**config.mk**
```make
export PLATFORM = sky130hd
export DESIGN_NAME = wsd_culprit
export DESIGN_NICKNAME = d
export VERILOG_FILES = /design/src/hdl/assert_macros.svh /design/src/hdl/wsd_pkg.sv /design/src/hdl/wsd_culprit.sv
export SDC_FILE = /design/constraint.sdc
export NUM_CORES = 1
export LEC_CHECK = 0
export BUFFER_PORTS_ARGS = -buffer_cell sky130_fd_sc_hd__buf_4
export CORE_MARGIN = 2
export CORE_UTILIZATION = 40
export DETAILED_ROUTE_END_ITERATION = 12
export PLACE_DENSITY = 0.66
export SYNTH_ARGS = -nofsm -noshare
export SYNTH_HDL_FRONTEND = slang
export SYNTH_SLANG_ARGS = --single-unit
export TNS_END_PERCENT = 10
```
**constraint.sdc**
```tcl
create_clock -name vclk -period 37.8
set_input_delay 3.78 -clock vclk [all_inputs]
set_output_delay 3.78 -clock vclk [all_outputs]
set_load 0.02 [all_outputs]
```
**src/hdl/assert_macros.svh**
```systemverilog
// assertion macros of the slip detector rtl, used by its top level
`ifndef ASSERT_MACROS_SVH
`define ASSERT_MACROS_SVH

// same-cycle implication, disabled while reset is asserted
`define WSD_ASSERT(lbl, clk, rst_n, ante, cons, msg) \
	lbl: assert property (@(posedge clk) disable iff (!(rst_n)) (ante) |-> (cons)) \
		else $error(msg);

// next-cycle implication, disabled while reset is asserted
`define WSD_ASSERT_NEXT(lbl, clk, rst_n, ante, cons, msg) \
	lbl: assert property (@(posedge clk) disable iff (!(rst_n)) (ante) |=> (cons)) \
		else $error(msg);

`endif

```
**src/hdl/wsd_pkg.sv**
```systemverilog
// shared types and constants of the wheel slip detector
package wsd_pkg;

	localparam int LEVEL_W = 15;
	localparam int TICK_W  = 8;
	localparam int WHEELS  = 4;

	localparam logic [TICK_W-1:0] CONFIRM_TICKS       = 8'd10;
	localparam logic [TICK_W-1:0] BAD_FIXES_TO_LATCH  = 8'd3;
	localparam logic [TICK_W-1:0] GOOD_FIXES_TO_CLEAR = 8'd3;
	localparam int CULPRIT_DEADBAND = 64;
	localparam logic [17:0] DEADBAND_X2 = 18'(2 * CULPRIT_DEADBAND);

	localparam logic [2:0] UNKNOWN_WHEEL = 3'd4;
	localparam logic [LEVEL_W-1:0] LEVEL_MAX = 15'h7fff;
	localparam logic [TICK_W-1:0] COUNT_MAX = 8'hff;

	localparam int PADDR_W = 5;
	localparam int PDATA_W = 32;

	localparam logic [15:0] ALPHA_RST       = 16'd6554;
	localparam logic [14:0] KIN_ON_RST      = 15'd256;
	localparam logic [14:0] KIN_OFF_RST     = 15'd128;
	localparam logic [14:0] YAW_ON_RST      = 15'd128;
	localparam logic [14:0] YAW_OFF_RST     = 15'd64;
	localparam logic [15:0] INNOV_ENTER_RST = 16'd2048;
	localparam logic [15:0] INNOV_EXIT_RST  = 16'd1024;
	localparam logic [14:0] STILL_SPEED_RST = 15'd26;

	typedef enum logic [2:0] {
		REG_EWMA_ALPHA  = 3'd0,
		REG_KIN_ON      = 3'd1,
		REG_KIN_OFF     = 3'd2,
		REG_YAW_ON      = 3'd3,
		REG_YAW_OFF     = 3'd4,
		REG_INNOV_ENTER = 3'd5,
		REG_INNOV_EXIT  = 3'd6,
		REG_STILL_SPEED = 3'd7
	} cfg_reg_e;

	typedef struct packed {
		logic [15:0] ewma_alpha;
		logic [14:0] kin_on_th;
		logic [14:0] kin_off_th;
		logic [14:0] yaw_on_th;
		logic [14:0] yaw_off_th;
		logic [15:0] innov_enter;
		logic [15:0] innov_exit;
		logic [14:0] still_speed;
	} cfg_t;

	typedef struct packed {
		logic signed [WHEELS-1:0][15:0] speed;
		logic signed [WHEELS-1:0][15:0] current;
		logic signed [15:0] consistency_error;
		logic signed [15:0] yaw_mismatch;
		logic [15:0] innovation;
		logic innovation_fresh;
	} in_item_t;

	typedef struct packed {
		logic slip_kinematic;
		logic slip_innovation;
		logic slip_gyro;
		logic [2:0] culprit_wheel;
		logic [LEVEL_W-1:0] kinematic_level;
		logic [LEVEL_W-1:0] yaw_level;
	} out_item_t;

	typedef struct packed {
		logic latch;
		logic [TICK_W-1:0] ticks;
	} hyst_state_t;

endpackage

```
**src/hdl/wsd_culprit.sv**
```systemverilog
// culprit wheel by deviation of |current| from the median |current|
module wsd_culprit (
	input  logic signed [wsd_pkg::WHEELS-1:0][15:0] current,
	input  logic                                    front_fast,
	output logic [2:0]                              culprit
);

	logic [16:0]        mag [wsd_pkg::WHEELS];
	logic [18:0]        sum;
	logic [16:0]        mn;
	logic [16:0]        mx;
	logic [17:0]        med2;
	logic signed [18:0] dev2;
	logic signed [18:0] score;
	logic signed [18:0] best;
	logic [2:0]         idx;

	always_comb begin
		sum = '0;
		for (int i = 0; i < wsd_pkg::WHEELS; i++) begin
			mag[i] = current[i][15] ? (~{current[i][15], current[i]} + 17'd1)
			                        : {current[i][15], current[i]};
			sum = sum + {2'b00, mag[i]};
		end
		mn = mag[0];
		mx = mag[0];
		for (int i = 1; i < wsd_pkg::WHEELS; i++) begin
			if (mag[i] < mn) mn = mag[i];
			if (mag[i] > mx) mx = mag[i];
		end
		// doubled median: sum of the two middle magnitudes
		med2 = 18'(sum - {2'b00, mn} - {2'b00, mx});
		best = '0;
		idx  = wsd_pkg::UNKNOWN_WHEEL;
		dev2 = '0;
		score = '0;
		for (int i = 0; i < wsd_pkg::WHEELS; i++) begin
			dev2  = $signed({1'b0, mag[i], 1'b0}) - $signed({1'b0, med2});
			// front wheels score low current when front runs fast, rear the opposite
			score = (front_fast == (i < 2)) ? -dev2 : dev2;
			if (score > best) begin
				best = score;
				idx  = 3'(i);
			end
		end
		culprit = (best >= $signed({1'b0, wsd_pkg::DEADBAND_X2})) ? idx
		                                                          : wsd_pkg::UNKNOWN_WHEEL;
	end

endmodule

```
==> results by group <==
Timing
  – Fmax: 30.8 MHz
  – Slew margin rel.: 21.3%
  – Worst-margin pin slew: 1.18 ns
  – # setup viols final: 0
  – Setup TNS Final: 0 ns
  – Final Cycle Share: 86.0%
  – RSZ-0062 raised after global routing: no
  – Final hold violation count: 0
  – Crit path time final: 32.51 ns
  – Pins over their slew limit: 0

Synth
  – Cell taking the most area after synthesis: ha_1
  – Cells after synthesis: 1838
  – Post-synth top area share: 19.2%
  – Post-synthesis sequential area ratio: 0%
  – Synth top area cells: ha_1 (19%), fa_1 (10%), xnor2_1 (8.6%), a21oi_1 (5.4%), nor2_1 (4.3%)
  – Synthesized area: 0.0137 sq mm
  – Mean Syn Cell Area: 7.45 sq um
  – Synth cell types: 102
  – Synth warn: 0

Worst setup path
  – Critical path arrival: 28.73 ns
  – CP Capture Type: primary output
  – Required @ worst endpoint: 34.02 ns
  – Slowest-stage cell, CP: a21oi_2
  – Worst Setup Start Kind: primary input
  – Critical Path Fanout Max: 31
  – Largest stage delay on the critical path: 0.85 ns
  – Most common cell on crit path: a21oi_1
  – Crit path kind: primary input to primary output

Global routing
  – Global Route Usage Sum: 25.6%
  – First-pass GRT wire length: 73400 um
  – GRT overflow: 0
  – Vias in the first global route: 13477
  – Initial antenna violation count: 0
  – Largest net degree at the start of global routing: 69

Cells and area
  – Share of cells above drive strength 1: 8.09%
  – Final instance area: 0.0148 sq mm
  – Register area: 0 sq um
  – Final nets: 2240
  – N_diodes: 0
  – Clock Buffer Count: 0
  – Area delta synth->final: 7.94%
  – Seq_cells: 0

Placed design
  – DP Area: 0.0148 sq mm
  – Hpwl dp: 40800 um
  – Port bufs: 68
  – RD Place Congestion: 0.973

Drt
  – Via density: 5.94
  – Via count: 13903
  – Wire length per cell: 19.9 um
  – Antenna-violating nets left: 0
  – Pre-Repair DR Iteration Count: 5
  – Iteration-0 DRC Markers: 1216
  – Residual DRC: 0
  – Final wirelength: 46600 um

Run
  – Max-cap violations: 0

Clocking
  – Setup bufs post-CTS: 0
  – Post_cts resized: 0
  – CTS Hold Bufs: 0

Outcome
  – Status: finished, final reports clean

Min path
  – HP Class: primary input to primary output

Floorplan
  – Initial Util: 40.7%
  – Die area: 0.0357 sq mm
  – Chip width: 189 um
  – I/O pin cnt: 68
  – Core Region: 0.0336 sq mm
  – Num rows: 67
  – Die height: 189 um
## critical path: cells and delay by family
kind	cells	cell delay, ns
XOR/XNOR	1	0.35
AND/OR/NAND/NOR	33	8.87
multiplexers	2	0.84
AO/OA/AOI/OAI	44	8.96
buffers and inverters	8	1.82
adder cells (fa/ha/maj)	12	4.08
## metrics by stage
| stage | util, % | cells | hold slack, ns | setup slack [ns] |
|---|---|---|---|---|
| floorplan | - | 1857 | 8.29 | 8.61 |
| global placement | 44.0 | 2340 | 8.83 | 6.01 |
| detailed placement | 44.0 | 2340 | 8.85 | 5.45 |
| CTS | 44.0 | 2340 | 8.86 | 5.42 |
| global route | 44.0 | 2340 | 8.98 | 3.01 |
| finish | 44.0 | 2340 | 8.88 | 5.29 |
## kinds of logic (layout without fill, tap and decap cells)
kind of cell / Yosys count / in the layout / synth area share, %
compound gates: 552 / 552 / 27.0
xor+xnor: 203 / 203 / 13.5
fa+ha+maj: 295 / 295 / 30.6
buf+inv: 180 / 215 / 4.99
mux: 46 / 46 / 3.40
other cells: 2 / 21 / 0.0548
simple gates: 560 / 560 / 20.5
## synthesized netlist by cell type, drive strengths merged, types with 20 or more instances
master	count
nand4	37
xor2	64
o31ai	26
ha	210
a21oi	149
o21ai	118
a31oi	25
nor3	24
or3	22
nand2b	21
inv	127
nand3	25
a21o	68
nor2b	20
mux2i	42
fa	71
o21a	21
or2	23
nor2	158
xnor2	136
a211oi	20
nand2	149
clkbuf	40
## final cells by class
class	count	area, sq um
Tap cell	448	561
Multi-Input combinational cell	1677	13100
Inverter	130	489
Timing Repair Buffer	85	638
Fill cell	3453	18800
## metal layers
layer	vias to the layer above	track usage, %	part of all wire [%]
li1	6799	-	-
met1	6610	34.8	46
met5	-	0	0
met2	424	44.2	47
met4	0	6.73	3.0
met3	70	1.30	4.4
## placed cells by master, fill, tap and decap left out, types with 13 or more instances in the layout
| cell | instances |
|---|---|
| mux2i_1 | 42 |
| a21o_1 | 68 |
| a211oi_1 | 19 |
| fa_1 | 71 |
| a31oi_1 | 25 |
| nor3_1 | 24 |
| xnor2_1 | 134 |
| nand4_1 | 37 |
| o21a_1 | 20 |
| conb_1 | 21 |
| buf_4 | 85 |
| or4_1 | 16 |
| maj3_1 | 13 |
| nor4_1 | 14 |
| or3_1 | 21 |
| nand2_1 | 148 |
| a21oi_1 | 145 |
| and2_1 | 14 |
| nor2_1 | 157 |
| nand3_1 | 25 |
| inv_1 | 124 |
| or2_2 | 23 |
| ha_1 | 210 |
| nand2b_1 | 21 |
| xor2_1 | 62 |
| nor2b_1 | 20 |
| o31ai_1 | 26 |
| o21ai_0 | 110 |
## path summary, 6_finish.rpt
check,slack [ns],startpoint,depth (start not counted),to
max,5.29,current[6],100,culprit[2]
min,8.88,front_fast,6,culprit[2]
Power is left out: the tool's default activity adds up to more than one toggle a clock period on the data nets, which glitch-free logic cannot reach.
