==> src/hdl/assert_macros.svh <==
// assertion macros of the slip detector rtl, used by its top level
`ifndef ASSERT_MACROS_SVH
`define ASSERT_MACROS_SVH

// same-cycle implication, disabled while reset is asserted
`define WSD_ASSERT(lbl, clk, rst_n, ante, cons, msg) \
	lbl: assert property (@(posedge clk) disable iff (!(rst_n)) (ante) |-> (cons)) \
		else $error(msg);

// next-cycle implication, disabled while reset is asserted
`define WSD_ASSERT_NEXT(lbl, clk, rst_n, ante, cons, msg) \
	lbl: assert property (@(posedge clk) disable iff (!(rst_n)) (ante) |=> (cons)) \
		else $error(msg);

`endif

==> src/hdl/wsd_pkg.sv <==
// shared types and constants of the wheel slip detector
package wsd_pkg;

	localparam int LEVEL_W = 15;
	localparam int TICK_W  = 8;
	localparam int WHEELS  = 4;

	localparam logic [TICK_W-1:0] CONFIRM_TICKS       = 8'd10;
	localparam logic [TICK_W-1:0] BAD_FIXES_TO_LATCH  = 8'd3;
	localparam logic [TICK_W-1:0] GOOD_FIXES_TO_CLEAR = 8'd3;
	localparam int CULPRIT_DEADBAND = 64;
	localparam logic [17:0] DEADBAND_X2 = 18'(2 * CULPRIT_DEADBAND);

	localparam logic [2:0] UNKNOWN_WHEEL = 3'd4;
	localparam logic [LEVEL_W-1:0] LEVEL_MAX = 15'h7fff;
	localparam logic [TICK_W-1:0] COUNT_MAX = 8'hff;

	localparam int PADDR_W = 5;
	localparam int PDATA_W = 32;

	localparam logic [15:0] ALPHA_RST       = 16'd6554;
	localparam logic [14:0] KIN_ON_RST      = 15'd256;
	localparam logic [14:0] KIN_OFF_RST     = 15'd128;
	localparam logic [14:0] YAW_ON_RST      = 15'd128;
	localparam logic [14:0] YAW_OFF_RST     = 15'd64;
	localparam logic [15:0] INNOV_ENTER_RST = 16'd2048;
	localparam logic [15:0] INNOV_EXIT_RST  = 16'd1024;
	localparam logic [14:0] STILL_SPEED_RST = 15'd26;

	typedef enum logic [2:0] {
		REG_EWMA_ALPHA  = 3'd0,
		REG_KIN_ON      = 3'd1,
		REG_KIN_OFF     = 3'd2,
		REG_YAW_ON      = 3'd3,
		REG_YAW_OFF     = 3'd4,
		REG_INNOV_ENTER = 3'd5,
		REG_INNOV_EXIT  = 3'd6,
		REG_STILL_SPEED = 3'd7
	} cfg_reg_e;

	typedef struct packed {
		logic [15:0] ewma_alpha;
		logic [14:0] kin_on_th;
		logic [14:0] kin_off_th;
		logic [14:0] yaw_on_th;
		logic [14:0] yaw_off_th;
		logic [15:0] innov_enter;
		logic [15:0] innov_exit;
		logic [14:0] still_speed;
	} cfg_t;

	typedef struct packed {
		logic signed [WHEELS-1:0][15:0] speed;
		logic signed [WHEELS-1:0][15:0] current;
		logic signed [15:0] consistency_error;
		logic signed [15:0] yaw_mismatch;
		logic [15:0] innovation;
		logic innovation_fresh;
	} in_item_t;

	typedef struct packed {
		logic slip_kinematic;
		logic slip_innovation;
		logic slip_gyro;
		logic [2:0] culprit_wheel;
		logic [LEVEL_W-1:0] kinematic_level;
		logic [LEVEL_W-1:0] yaw_level;
	} out_item_t;

	typedef struct packed {
		logic latch;
		logic [TICK_W-1:0] ticks;
	} hyst_state_t;

endpackage

==> src/hdl/wsd_hyst.sv <==
// hysteresis trip with tick confirmation, cleared when standing still
module wsd_hyst (
	input  logic [wsd_pkg::LEVEL_W-1:0] level,
	input  logic [14:0]                 enter,
	input  logic [14:0]                 exitv,
	input  logic                        clear,
	input  wsd_pkg::hyst_state_t        cur,
	output wsd_pkg::hyst_state_t        nxt
);

	logic [14:0]               th;
	logic [wsd_pkg::TICK_W-1:0] inc;

	always_comb begin
		th  = cur.latch ? exitv : enter;
		inc = (cur.ticks == wsd_pkg::COUNT_MAX) ? cur.ticks : cur.ticks + 8'd1;
		if (clear) begin
			nxt.ticks = '0;
			nxt.latch = 1'b0;
		end else if (level > th) begin
			nxt.ticks = inc;
			nxt.latch = cur.latch || (inc >= wsd_pkg::CONFIRM_TICKS);
		end else begin
			nxt.ticks = '0;
			nxt.latch = 1'b0;
		end
	end

endmodule

==> config.mk <==
export PLATFORM = sky130hd
export DESIGN_NAME = wsd_hyst
export DESIGN_NICKNAME = d
export VERILOG_FILES = /design/src/hdl/assert_macros.svh /design/src/hdl/wsd_pkg.sv /design/src/hdl/wsd_hyst.sv
export SDC_FILE = /design/constraint.sdc
export NUM_CORES = 1
export LEC_CHECK = 0
export ABC_AREA = 0
export BUFFER_PORTS_ARGS = -buffer_cell sky130_fd_sc_hd__buf_2
export CAP_MARGIN = 20
export CELL_PAD_IN_SITES_DETAIL_PLACEMENT = 1
export CELL_PAD_IN_SITES_GLOBAL_PLACEMENT = 2
export CORE_ASPECT_RATIO = 0.6
export CORE_MARGIN = 5
export CORE_UTILIZATION = 19
export DETAILED_ROUTE_END_ITERATION = 7
export PLACE_DENSITY = 0.76
export SLEW_MARGIN = 10
export SYNTH_ARGS = -nofsm -noshare
export SYNTH_HDL_FRONTEND = slang
export SYNTH_SLANG_ARGS = --single-unit
==> constraint.sdc <==
create_clock -name vclk -period 2.4
set_clock_uncertainty 0.2 [all_clocks]
set_input_delay 0.24 -clock vclk [all_inputs]
set_output_delay 0.24 -clock vclk [all_outputs]
set_load 0.005 [all_outputs]
==> run_summary.xml <==
<?xml version="1.0" encoding="UTF-8"?>
<metrics>
  <group name="timing">
    <metric name="grt_setup_unrepaired" unit="">yes</metric>
    <metric name="final-hold-violation-count" unit="">0</metric>
    <metric name="totalNegativeSetupSlack" unit="ns">-2.35</metric>
    <metric name="fmax" unit="MHz">371</metric>
    <metric name="finalMaxSlewViolations" unit="">0</metric>
    <metric name="final.setup.worst_slack" unit="ns">-0.294</metric>
    <metric name="final_period_minus_worst_setup_slack" unit="ns">2.69</metric>
    <metric name="final.hold.worst_slack" unit="ns">0.672</metric>
    <metric name="setup_failing_eps_final" unit="">9</metric>
    <metric name="min_period_over_period" unit="%">112</metric>
    <metric name="slew_headroom" unit="%">58.7</metric>
    <metric name="worst_slew_pin_slew" unit="ns">0.604</metric>
  </group>
  <group name="grt">
    <metric name="total_gr_overflow" unit="">0</metric>
    <metric name="grt_first_pass_wirelength" unit="µm">5250</metric>
    <metric name="vias_in_the_first_global_route" unit="">1088</metric>
    <metric name="antenna_found_initial" unit="">0</metric>
    <metric name="grt_start_max_net_pins" unit="">14</metric>
    <metric name="grt_util_all_layers" unit="%">11.0</metric>
  </group>
  <group name="synthesis">
    <metric name="main_combinational_cell_family_by_area_after_synthesis" unit="">compound AO/OA/AOI/OAI gates</metric>
    <metric name="synth-compound-area-share" unit="%">26.3</metric>
    <metric name="post_synth_num_cell_types" unit="">33</metric>
    <metric name="synth.mux.area_fraction" unit="%">19.2</metric>
    <metric name="count_of_mapped_cells_out_of_synthesis" unit="">100</metric>
    <metric name="yosysTopAreaCellShare" unit="%">23.8</metric>
    <metric name="synth.cell_area" unit="µm²">842</metric>
    <metric name="post_synth_and_or_nand_nor_area_fraction" unit="%">23.6</metric>
    <metric name="synth_area_leaders" unit="">sky130_fd_sc_hd__ha_1 (24%), sky130_fd_sc_hd__mux2i_1 (18%), sky130_fd_sc_hd__nand3_1 (5.3%), sky130_fd_sc_hd__nor3_1 (4.8%), sky130_fd_sc_hd__a2111oi_4 (3.3%)</metric>
    <metric name="postSynthAreaPerCell" unit="µm²">8.42</metric>
    <metric name="synth_top_cell_by_area" unit="">sky130_fd_sc_hd__ha_1</metric>
    <metric name="postSynthNetCount" unit="">171</metric>
    <metric name="post_synth_fa_ha_maj_area_fraction" unit="%">23.8</metric>
    <metric name="synth-seq-area-share" unit="%">0</metric>
    <metric name="synth_xor_xnor_area_share" unit="%">2.08</metric>
    <metric name="yosysWarnings" unit="">0</metric>
  </group>
  <group name="min_path">
    <metric name="hp-start" unit="">cur[7]</metric>
    <metric name="hold_class" unit="">in2out</metric>
    <metric name="holdPathStages" unit="">3</metric>
    <metric name="hold-path-endpoint" unit="">nxt[7]</metric>
  </group>
  <group name="placed_design">
    <metric name="hpwl" unit="µm">3080</metric>
    <metric name="number_of_i_o_port_buffers" unit="">64</metric>
    <metric name="place_congestion" unit="">0.766</metric>
    <metric name="dpl.cell_count" unit="">233</metric>
    <metric name="placement_stage_cell_area" unit="µm²">1350</metric>
  </group>
  <group name="final_layout">
    <metric name="clkbuf_count" unit="">0</metric>
    <metric name="final-seq-area" unit="µm²">0</metric>
    <metric name="n_antenna_cell" unit="">0</metric>
    <metric name="multi_input_comb_area" unit="µm²">865</metric>
    <metric name="finish.net_count" unit="">252</metric>
    <metric name="fin_cells" unit="">239</metric>
    <metric name="finish.utilization" unit="%">36.1</metric>
    <metric name="design_area" unit="µm²">1510</metric>
    <metric name="layout-drive-gt1-share" unit="%">57.0</metric>
    <metric name="nFillCells" unit="">531</metric>
    <metric name="areaGrowthSynthToFinish" unit="%">79.5</metric>
    <metric name="nFlopsAndLatches" unit="">0</metric>
  </group>
  <group name="routing">
    <metric name="drt-pass1-iter-count" unit="">4</metric>
    <metric name="wl_per_cell" unit="µm">15.5</metric>
    <metric name="drc_errors" unit="">0</metric>
    <metric name="route.antenna.remaining_nets" unit="">0</metric>
    <metric name="drt_wl_total" unit="µm">3690</metric>
    <metric name="drt_iter0_drc" unit="">41</metric>
    <metric name="dr_total_vias" unit="">1116</metric>
    <metric name="vias_per_cell" unit="">4.67</metric>
  </group>
  <group name="floorplanning">
    <metric name="core" unit="µm²">4190</metric>
    <metric name="floorplan.initialDensity" unit="%">20.1</metric>
    <metric name="chipHeight" unit="µm">61.6</metric>
    <metric name="top_level_ports" unit="">64</metric>
    <metric name="standard_cell_row_count" unit="">18</metric>
    <metric name="die_area" unit="µm²">5910</metric>
    <metric name="fp.dieW" unit="µm">95.9</metric>
  </group>
  <group name="setup_path">
    <metric name="critical_path_arrival" unit="ns">2.25</metric>
    <metric name="worst_ep_required_time" unit="ns">1.96</metric>
    <metric name="worstSetupEndpointType" unit="">output port</metric>
    <metric name="critical_path_class" unit="">in2out</metric>
    <metric name="critical_path.max_fanout" unit="">7</metric>
    <metric name="worstSetupStartpointType" unit="">input port</metric>
  </group>
  <group name="job">
    <metric name="drv.max_cap_violation_count" unit="">0</metric>
  </group>
  <group name="cts">
    <metric name="postCtsHoldBufs" unit="">0</metric>
  </group>
  <group name="run_status">
    <metric name="violations" unit="">negative setup slack</metric>
    <metric name="run_status" unit="">finished, violations left</metric>
  </group>
  <group name="pwr">
    <metric name="power_per_cell_area" unit="nW/µm²">195</metric>
    <metric name="leakage" unit="nW">0.774</metric>
    <metric name="vdd_drop_max" unit="mV">0.0642</metric>
  </group>
</metrics>
## final cells by class
cell class	instances	area share, %
multi-input cells	91	57.2
inverters	6	1.49
repair buffers	82	36.3
well taps	60	4.97
## through the flow
| step | worst slack, ns | total power, mW |
|---|---|---|
| floorplan | 0.00314 | 0.132 |
| global placement | -0.275 | 0.235 |
| detailed placement | -0.318 | 0.248 |
| CTS | -0.273 | 0.258 |
| global route | -0.359 | 0.322 |
| finish | -0.294 | 0.295 |
## critical path: stages
cell	delay [ns]
sky130_fd_sc_hd__buf_8	0.10
sky130_fd_sc_hd__buf_12	0.14
sky130_fd_sc_hd__mux2_4	0.29
sky130_fd_sc_hd__ha_1	0.18
sky130_fd_sc_hd__nand3b_1	0.18
sky130_fd_sc_hd__a211oi_2	0.25
sky130_fd_sc_hd__a2111oi_2	0.09
sky130_fd_sc_hd__o21a_2	0.27
sky130_fd_sc_hd__buf_12	0.14
sky130_fd_sc_hd__a2111oi_4	0.20
sky130_fd_sc_hd__buf_2	0.17
## synth_stat cells (all sizes together)
master,count
xnor2,2
and3,2
inv,6
nand4,4
a21o,3
buf,2
a211oi,3
o21a,1
mux2i,15
nand2,3
nor2,4
nand3,10
nor3,8
a31oi,2
clkbuf,1
o21ai,5
mux2,1
a22o,1
a311oi,1
nor4,1
a21oi,4
a2111oi,3
nand3b,1
ha,16
o41ai,1
## report_power, final
group,switching (mW),total (mW),internal (mW)
registers,0,0,0
logic,0.135,0.295,0.159
clock network,0,0,0
total,0.135,0.295,0.159
## cell usage in the layout (no fill, tap or decap), types with 4 or more instances in the layout
| cell | count |
|---|---|
| sky130_fd_sc_hd__nor3_1 | 5 |
| sky130_fd_sc_hd__buf_2 | 63 |
| sky130_fd_sc_hd__mux2i_1 | 12 |
| sky130_fd_sc_hd__nor2_1 | 4 |
| sky130_fd_sc_hd__buf_4 | 10 |
| sky130_fd_sc_hd__o21ai_0 | 5 |
| sky130_fd_sc_hd__ha_1 | 15 |
| sky130_fd_sc_hd__inv_1 | 6 |
| sky130_fd_sc_hd__nand3_1 | 9 |
## timing repair
| item | 4_1_cts | 5_1_grt |
|---|---|---|
| pin swaps | 1 | 6 |
| gates resized for setup | 5 | 15 |
| buffers inserted | 2 | 2 |
| cloned | 0 | 2 |
| endpoints found under the setup margin | 9 | 9 |
## layer usage
layer	vias up	track usage (%)	part of all wire, %
met4	0	0	0
met3	0	0.977	5.4
met1	534	15.4	43
li1	557	-	-
met2	25	19.9	51
met5	-	0	0
## logic make-up (layout without fill, tap and decap cells)
kind of cell             after synthesis  after routing
multiplexers                          16             16
adder cells (fa/ha/maj)               16             16
AO/OA/AOI/OAI                         24             24
AND/OR/NAND/NOR                       33             33
XOR/XNOR                               2              2
buffers and inverters                  9             88
## worst max path at each step
stage          startpoint      to  slack, ns  cells after the start
6_report           cur[8]  nxt[7]      -0.29                     11
5_1_grt            cur[8]  nxt[7]      -0.36                     12
4_1_cts            cur[8]  nxt[6]      -0.27                     11
3_5_place_dp       cur[8]  nxt[8]      -0.32                     11
3_3_place_gp       cur[8]  nxt[6]      -0.27                     11
2_1_floorplan      cur[8]  nxt[0]      0.003                     10
(Power assumes the default switching activity.)
